--- src/rtl/crtf_pkg.sv ---
package crtf_pkg;

	// store capacity and derived widths
	localparam int MAX_TARGETS = 32;
	localparam int CNT_W       = $clog2(MAX_TARGETS + 1);
	localparam int QUEUE_DEPTH = 4;
	localparam int QPTR_W      = $clog2(QUEUE_DEPTH);
	localparam int QCNT_W      = $clog2(QUEUE_DEPTH + 1);

	// q16 range limit
	localparam logic signed [17:0] Q16_ONE = 18'sd65536;

	// answer codes
	typedef enum logic [2:0] {
		ST_READY    = 3'd0,
		ST_NONE     = 3'd1,
		ST_DISABLED = 3'd2,
		ST_INVALID  = 3'd3,
		ST_OVERFLOW = 3'd4
	} status_t;

	// one stored target
	typedef struct packed {
		logic [1:0]  cls;
		logic [16:0] x;
		logic [16:0] y;
		logic [16:0] sc;
	} entry_t;

	// classified candidate as it travels through the queue
	typedef struct packed {
		entry_t ent;
		logic   invalid;
		logic   keep;
		logic   last;
		logic   disabled;
	} cand_t;

endpackage

--- src/rtl/confidence_ranked_target_filter.sv ---
// Candidates are taken one per cycle while busy is low (start high, busy low).
// Each candidate is range checked and class filtered on entry, then goes through a
// four-deep queue to a register-based sorted store that inserts one candidate per
// cycle, so loading runs at one candidate per clock. With the queue empty, the final
// candidate gets its answer as follows: a single status item goes from the queue slot
// to the result register; a target list follows once the back end is in S_EMIT. A list
// gives the kept targets in descending score order, one per cycle on consecutive done
// strobes, with end_of_list on the last. While a list of n targets is being emitted the
// store is shifting and takes no new candidate, so up to four further candidates are
// queued and busy is then high until the queue has room. Results are valid for the single
// cycle that done is high; the receiver cannot stall them and must take each one as it
// comes. The class enable mask is written with cfg_write and should only change while
// idle.
module confidence_ranked_target_filter import crtf_pkg::*; (
	input  logic        clk,
	input  logic        arst_n,
	input  logic        cfg_write,
	input  logic [2:0]  cfg_data,
	input  logic        start,
	output logic        busy,
	input  logic [1:0]  object_class,
	input  logic [17:0] pos_x,
	input  logic [17:0] pos_y,
	input  logic [17:0] score,
	input  logic        not_finite,
	input  logic        final_item,
	output logic        done,
	output logic [2:0]  status,
	output logic [1:0]  target_class,
	output logic [16:0] target_x,
	output logic [16:0] target_y,
	output logic [16:0] target_score,
	output logic        end_of_list
);

	logic  push;
	logic  pop;
	logic  queue_full;
	logic  queue_empty;
	cand_t push_data;
	cand_t pop_data;

	// candidate classification
	crtf_front u_front (
		.clk          (clk),
		.arst_n       (arst_n),
		.cfg_write    (cfg_write),
		.cfg_data     (cfg_data),
		.start        (start),
		.object_class (object_class),
		.pos_x        (pos_x),
		.pos_y        (pos_y),
		.score        (score),
		.not_finite   (not_finite),
		.final_item   (final_item),
		.queue_full   (queue_full),
		.busy         (busy),
		.push         (push),
		.push_data    (push_data)
	);

	// decoupling queue
	crtf_queue u_queue (
		.clk       (clk),
		.arst_n    (arst_n),
		.push      (push),
		.push_data (push_data),
		.pop       (pop),
		.pop_data  (pop_data),
		.full      (queue_full),
		.empty     (queue_empty)
	);

	// sorted store and answer output
	crtf_back u_back (
		.clk          (clk),
		.arst_n       (arst_n),
		.empty        (queue_empty),
		.cand         (pop_data),
		.pop          (pop),
		.done         (done),
		.status       (status),
		.target_class (target_class),
		.target_x     (target_x),
		.target_y     (target_y),
		.target_score (target_score),
		.end_of_list  (end_of_list)
	);

endmodule

--- src/rtl/crtf_front.sv ---
module crtf_front import crtf_pkg::*; (
	input  logic        clk,
	input  logic        arst_n,
	input  logic        cfg_write,
	input  logic [2:0]  cfg_data,
	input  logic        start,
	input  logic [1:0]  object_class,
	input  logic [17:0] pos_x,
	input  logic [17:0] pos_y,
	input  logic [17:0] score,
	input  logic        not_finite,
	input  logic        final_item,
	input  logic        queue_full,
	output logic        busy,
	output logic        push,
	output cand_t       push_data
);

	logic [2:0] mask_q;
	logic [3:0] enable_vec;
	logic       in_range;

	// class enable register
	always_ff @(posedge clk or negedge arst_n) begin
		if (!arst_n) begin
			mask_q <= '0;
		end else if (cfg_write) begin
			mask_q <= cfg_data;
		end
	end

	// range check and class selection
	always_comb begin
		in_range = ($signed(pos_x) >= 18'sd0) && ($signed(pos_x) <= Q16_ONE) &&
		           ($signed(pos_y) >= 18'sd0) && ($signed(pos_y) <= Q16_ONE) &&
		           ($signed(score) >= 18'sd0) && ($signed(score) <= Q16_ONE);
		enable_vec = {1'b0, mask_q};
		push_data.ent.cls = object_class;
		push_data.ent.x   = pos_x[16:0];
		push_data.ent.y   = pos_y[16:0];
		push_data.ent.sc  = score[16:0];
		push_data.invalid  = not_finite || !in_range;
		push_data.keep     = !push_data.invalid && enable_vec[object_class];
		push_data.last     = final_item;
		push_data.disabled = (mask_q == 3'd0);
	end

	// transaction accept
	assign busy = queue_full;
	assign push = start && !queue_full;

endmodule

--- src/rtl/crtf_queue.sv ---
module crtf_queue import crtf_pkg::*; (
	input  logic  clk,
	input  logic  arst_n,
	input  logic  push,
	input  cand_t push_data,
	input  logic  pop,
	output cand_t pop_data,
	output logic  full,
	output logic  empty
);

	cand_t             slot_q [QUEUE_DEPTH];
	logic [QPTR_W-1:0] wr_ptr_q;
	logic [QPTR_W-1:0] rd_ptr_q;
	logic [QCNT_W-1:0] fill_q;

	assign full     = (fill_q == QCNT_W'(QUEUE_DEPTH));
	assign empty    = (fill_q == '0);
	assign pop_data = slot_q[rd_ptr_q];

	// pointers and fill level
	always_ff @(posedge clk or negedge arst_n) begin
		if (!arst_n) begin
			wr_ptr_q <= '0;
			rd_ptr_q <= '0;
			fill_q   <= '0;
		end else begin
			if (push) begin
				wr_ptr_q <= wr_ptr_q + 1'b1;
			end
			if (pop) begin
				rd_ptr_q <= rd_ptr_q + 1'b1;
			end
			if (push && !pop) begin
				fill_q <= fill_q + 1'b1;
			end else if (pop && !push) begin
				fill_q <= fill_q - 1'b1;
			end
		end
	end

	// slot storage
	always_ff @(posedge clk) begin
		if (push) begin
			slot_q[wr_ptr_q] <= push_data;
		end
	end

endmodule

--- src/rtl/crtf_back.sv ---
module crtf_back import crtf_pkg::*; (
	input  logic        clk,
	input  logic        arst_n,
	input  logic        empty,
	input  cand_t       cand,
	output logic        pop,
	output logic        done,
	output logic [2:0]  status,
	output logic [1:0]  target_class,
	output logic [16:0] target_x,
	output logic [16:0] target_y,
	output logic [16:0] target_score,
	output logic        end_of_list
);

	typedef enum logic {
		S_LOAD,
		S_EMIT
	} state_t;

	state_t           state_q;
	entry_t           store_q [MAX_TARGETS];
	entry_t           ins_store [MAX_TARGETS];
	logic [MAX_TARGETS-1:0] ge;
	logic [CNT_W-1:0] cnt_q;
	logic [CNT_W-1:0] remain_q;
	logic             inv_q;
	logic             ovf_q;
	logic             store_full;
	logic             do_insert;
	logic             inv_n;
	logic             ovf_n;
	logic [CNT_W-1:0] cnt_n;

	assign pop        = (state_q == S_LOAD) && !empty;
	assign store_full = (cnt_q == CNT_W'(MAX_TARGETS));
	assign do_insert  = pop && cand.keep && !store_full;
	assign inv_n      = inv_q || cand.invalid;
	assign ovf_n      = ovf_q || (cand.keep && store_full);
	assign cnt_n      = do_insert ? cnt_q + 1'b1 : cnt_q;

	// insertion point: entries at or above the new score stay, the rest move down
	for (genvar p = 0; p < MAX_TARGETS; p++) begin : g_slot
		assign ge[p] = (CNT_W'(p) < cnt_q) && (store_q[p].sc >= cand.ent.sc);
		if (p == 0) begin : g_head
			assign ins_store[p] = ge[p] ? store_q[p] : cand.ent;
		end else begin : g_rest
			assign ins_store[p] = ge[p] ? store_q[p] :
			                      (ge[p-1] ? cand.ent : store_q[p-1]);
		end
	end

	// sorted store: insert while loading, shift toward the head while emitting
	always_ff @(posedge clk) begin
		if (do_insert) begin
			store_q <= ins_store;
		end else if (state_q == S_EMIT) begin
			for (int p = 0; p < MAX_TARGETS - 1; p++) begin
				store_q[p] <= store_q[p+1];
			end
		end
	end

	// set tracking, answer selection and result register
	always_ff @(posedge clk or negedge arst_n) begin
		if (!arst_n) begin
			state_q      <= S_LOAD;
			cnt_q        <= '0;
			remain_q     <= '0;
			inv_q        <= 1'b0;
			ovf_q        <= 1'b0;
			done         <= 1'b0;
			status       <= ST_READY;
			target_class <= '0;
			target_x     <= '0;
			target_y     <= '0;
			target_score <= '0;
			end_of_list  <= 1'b0;
		end else begin
			done <= 1'b0;
			case (state_q)
				S_LOAD: begin
					if (pop) begin
						if (!cand.last) begin
							cnt_q <= cnt_n;
							inv_q <= inv_n;
							ovf_q <= ovf_n;
						end else begin
							cnt_q        <= '0;
							inv_q        <= 1'b0;
							ovf_q        <= 1'b0;
							target_class <= '0;
							target_x     <= '0;
							target_y     <= '0;
							target_score <= '0;
							end_of_list  <= 1'b1;
							if (cand.disabled) begin
								done   <= 1'b1;
								status <= ST_DISABLED;
							end else if (inv_n) begin
								done   <= 1'b1;
								status <= ST_INVALID;
							end else if (ovf_n) begin
								done   <= 1'b1;
								status <= ST_OVERFLOW;
							end else if (cnt_n == '0) begin
								done   <= 1'b1;
								status <= ST_NONE;
							end else begin
								remain_q <= cnt_n;
								state_q  <= S_EMIT;
							end
						end
					end
				end
				S_EMIT: begin
					done         <= 1'b1;
					status       <= ST_READY;
					target_class <= store_q[0].cls;
					target_x     <= store_q[0].x;
					target_y     <= store_q[0].y;
					target_score <= store_q[0].sc;
					end_of_list  <= (remain_q == CNT_W'(1));
					remain_q     <= remain_q - 1'b1;
					if (remain_q == CNT_W'(1)) begin
						state_q <= S_LOAD;
					end
				end
				default: begin
					state_q <= S_LOAD;
				end
			endcase
		end
	end

endmodule

--- config.mk ---
export PLATFORM = sky130hd
export DESIGN_NAME = confidence_ranked_target_filter
export DESIGN_NICKNAME = d
export VERILOG_FILES = /design/src/rtl/crtf_pkg.sv /design/src/rtl/confidence_ranked_target_filter.sv /design/src/rtl/crtf_front.sv /design/src/rtl/crtf_queue.sv /design/src/rtl/crtf_back.sv
export SDC_FILE = /design/constraint.sdc
export NUM_CORES = 2
export LEC_CHECK = 0
export BUFFER_PORTS_ARGS = -buffer_cell sky130_fd_sc_hd__buf_2
export CORE_MARGIN = 1
export CORE_UTILIZATION = 55
export CTS_CLUSTER_DIAMETER = 80
export DETAILED_ROUTE_END_ITERATION = 12
export PLACE_DENSITY = 0.76
export RECOVER_POWER = 100
export SLEW_MARGIN = 20
export SYNTH_ARGS = -nofsm -noshare
export SYNTH_HDL_FRONTEND = slang
export SYNTH_SLANG_ARGS = --single-unit
--- constraint.sdc ---
create_clock -name clk -period 12.07 [get_ports clk]
set_input_delay 0.6035 -clock clk [delete_from_list [all_inputs] [get_ports clk]]
set_output_delay 0.6035 -clock clk [all_outputs]
set_load 0.01 [all_outputs]
==> out/results.ini <==
[sta]
hold_violations=0
slew_headroom_pct=-161
finalSetupViolCount=0
fin_crit_ps=9410
report.final.slew_viol_count=1146
fin_crit_sh_pct=78.0
fin_setup_tns_ps=0
tightest_slew_ps=3910
finClkSkew_ps=83.0
rsz0062_at_grt=false
max_freq_ghz=0.106

[clock_network]
cts.clk_slew.worst_paths_ps=70
cts_root_buf=clkbuf_16
clk_latency_ps=920
cts_buffer_depth=3
htreeDepth=4
cts.sinks=2007
post_cts_buffers=0
cts_buffers=205
cts_tree=built
cts_resized=0

[routing]
first_iter_violations=11187
routed_wl_um=327000
postRouteAntennaNets=0
wl_per_cell_um=25.8
drc=0
dr_total_vias=86356
viasPerCell=6.81
drtPass1Iterations=6

[yosys]
synth_common_cells=2,077 x nand2_1, 1,924 x edfxtp_1, 765 x mux2i_1, 681 x o21ai_0, 596 x clkbuf_1
synth-edff-count=1924
syn_area_sq_mm=0.110
ys_seq_area_share_pct=54.5
yosysWarnings=0
synth_area_leaders=edfxtp_1 53%, nand2_1 7.1%, mux2i_1 7.0%, ha_1 6.3%, o211ai_1 4.0%
async_flop_share_pct=4.14
yosys.area.top_type=edfxtp_1
synth_cell_types=76
synth_nets=10817
avgSynthCellArea_sq_um=10.8
synthFlopType=edfxtp_1
synth_top_area_share_pct=52.6
synth_cells=10198
synth.most_common_cell=nand2_1
synth_seq_cells=2007

[critical_path]
crit_type=reg2reg
crit_top_cell=clkbuf_1
max_stage_delay_ps=2800
worstSetupStartpointType=register
arrival_ps=9840
path_cells=inv_1 -> clkbuf_1 -> and2_0 -> nand3b_1 -> buf_4 -> buf_12 -> o21ai_4 -> clkbuf_1
ff2ff_setup_slack_ps=2660
crit_fanout=214
cp_data_required_time_ps=12500
rr_worst_depth=8
cp_top_family=buffers and inverters
crit_slowest_cell=clkbuf_1
endpoint_kind=register
r2r-start=u_back.state_q
timing.rr.end=u_back.store_q[951]
path_buf_inv=5

[global_route]
grt_max_degree=256
grt_pass1_vias=85737
grt_pass1_wl_um=502000
grt-ovfl-total=0
groute.usage.overall_pct=31.6
antenna_found_initial=3

[floorplan]
core.rowCount=163
core_sq_mm=0.198
die_w_um=449
start_util_pct=55.5
die-area_sq_mm=0.201
io_pins=124
die_h_um=449

[run_status]
violations=capacitance limit, slew limit
status=finished with violations

[min_path]
hold-path-endpoint=u_queue.slot_q[1][20]
whs_path_depth=1
hold_start=score[16]
worstHoldPathType=in2reg

[placement]
dp.final_hpwl_um=212000
io_buffers=123
gp_congestion=0.959

[cells_and_area]
drive_above_1_share_pct=6.26
syn2layout_area_growth_pct=8.40
fin_nets=10489
nFillCells=15783

[run]
cap_violations=22

==> placed cells by master, fill, tap and decap left out, types with 14 or more instances in the layout <==
cell type      count
nand2_1         2066
edfxtp_1        1924
mux2i_1          765
o21ai_0          673
o211ai_1         589
nand3_1          577
ha_1             553
a21oi_1          512
nor2_1           356
o221ai_1         223
clkbuf_16        207
clkbuf_1         175
buf_4            156
inv_1            118
a21o_1           108
nand4_1           88
dfrtp_1           81
or3_1             61
o22ai_1           60
nor4_1            59
dlygate4sd3_1     59
mux2_2            55
clkinv_1          50
nor2b_1           43
mux4_2            40
a221oi_1          38
clkinv_2          38
o21a_1            37
a211oi_1          25
nor3_1            23
nand2b_1          19
a222oi_1          18
o21ai_4           14
==> cells by family (layout without fill, tap and decap cells) <==
kind of cell             after synthesis  in the layout  share of synthesized area (%)
flip-flops                          2007           2007                           54.5
adder cells (fa/ha/maj)              554            554                           6.32
multiplexers                         861            861                           8.37
XOR/XNOR                              16             16                          0.141
other                                  0              3                              0
AND/OR/NAND/NOR                     3348           3348                           12.9
buffers and inverters               1018            864                           3.71
AO/OA/AOI/OAI                       2394           2394                           14.0
==> per-layer routing <==
layer	track usage (%)	wire, um	vias to the layer above
met2	49.8	151000	5168
met3	5.28	32700	926
met4	14.9	16100	2
li1	-	-	37629
met1	42.6	127000	42631
met5	0	7	-
==> flip-flops by register name (all words and copies together) (netlist names) <==
| signal | flops |
|---|---|
| u_back.target_class | 2 |
| u_queue.wr_ptr_q | 2 |
| u_back.state_q | 1 |
| u_queue.rd_ptr_q | 2 |
| u_front.mask_q | 3 |
| u_back.target_score | 17 |
| u_back.ovf_q | 1 |
| u_queue.fill_q | 3 |
| u_back.store_q | 1696 |
| u_back.remain_q | 6 |
| u_queue.slot_q | 228 |
| u_back.inv_q | 1 |
| u_back.target_x | 17 |
| u_back.target_y | 17 |
| u_back.end_of_list | 1 |
| u_back.cnt_q | 6 |
| u_back.status | 3 |
| u_back.done | 1 |
==> worst max-delay path by stage <==
stage / from / endpoint / slack [ps] / cells past startpoint
after global routing: u_queue.rd_ptr_q[0] / u_back.store_q[981] / 2500 / 7
after detailed placement: u_queue.rd_ptr_q[1] / u_back.store_q[891] / 5090 / 16
after floorplan: u_queue.rd_ptr_q[0] / u_back.store_q[1378] / 3410 / 18
after global placement: u_queue.rd_ptr_q[1] / u_back.store_q[897] / 5040 / 16
after CTS: u_queue.rd_ptr_q[1] / u_back.store_q[898] / 5060 / 16
final: u_back.state_q / u_back.store_q[951] / 2660 / 8
==> metrics by stage <==
stage | cells | setup WS (ps) | utilization (%) | area (sq um) | hold slack, ps
2_1_floorplan | 10198 | 3410 | - | 110000 | 308
3_3_place_gp | 12244 | 5040 | 56.7 | 112000 | 462
3_5_place_dp | 12244 | 5090 | 56.7 | 112000 | 479
4_1_cts | 12684 | 5060 | 60.4 | 119000 | 1.88
5_1_grt | 12685 | 2500 | 60.2 | 119000 | 141
6_report | 12687 | 2660 | 60.2 | 119000 | 139
==> final cells by class <==
type	instances	area (sq um)	area share [%]
flip-flops and latches	2007	59900	50.3
multi-input cells	7173	46300	38.9
clock buffers	262	5510	4.63
well taps	2640	3300	2.78
repair buffers	364	2400	2.02
clock inverters	119	1150	0.967
inverters	119	447	0.375
diodes	3	7.51	0.00631
==> timing repair <==
action	in CTS	in global routing
hold endpoints to repair	242	0
hold buffers	59	0
endpoints found under the setup margin	0	0
Power is left out: the tool's default activity adds up to more than one toggle a clock period on the data nets, which glitch-free logic cannot reach.
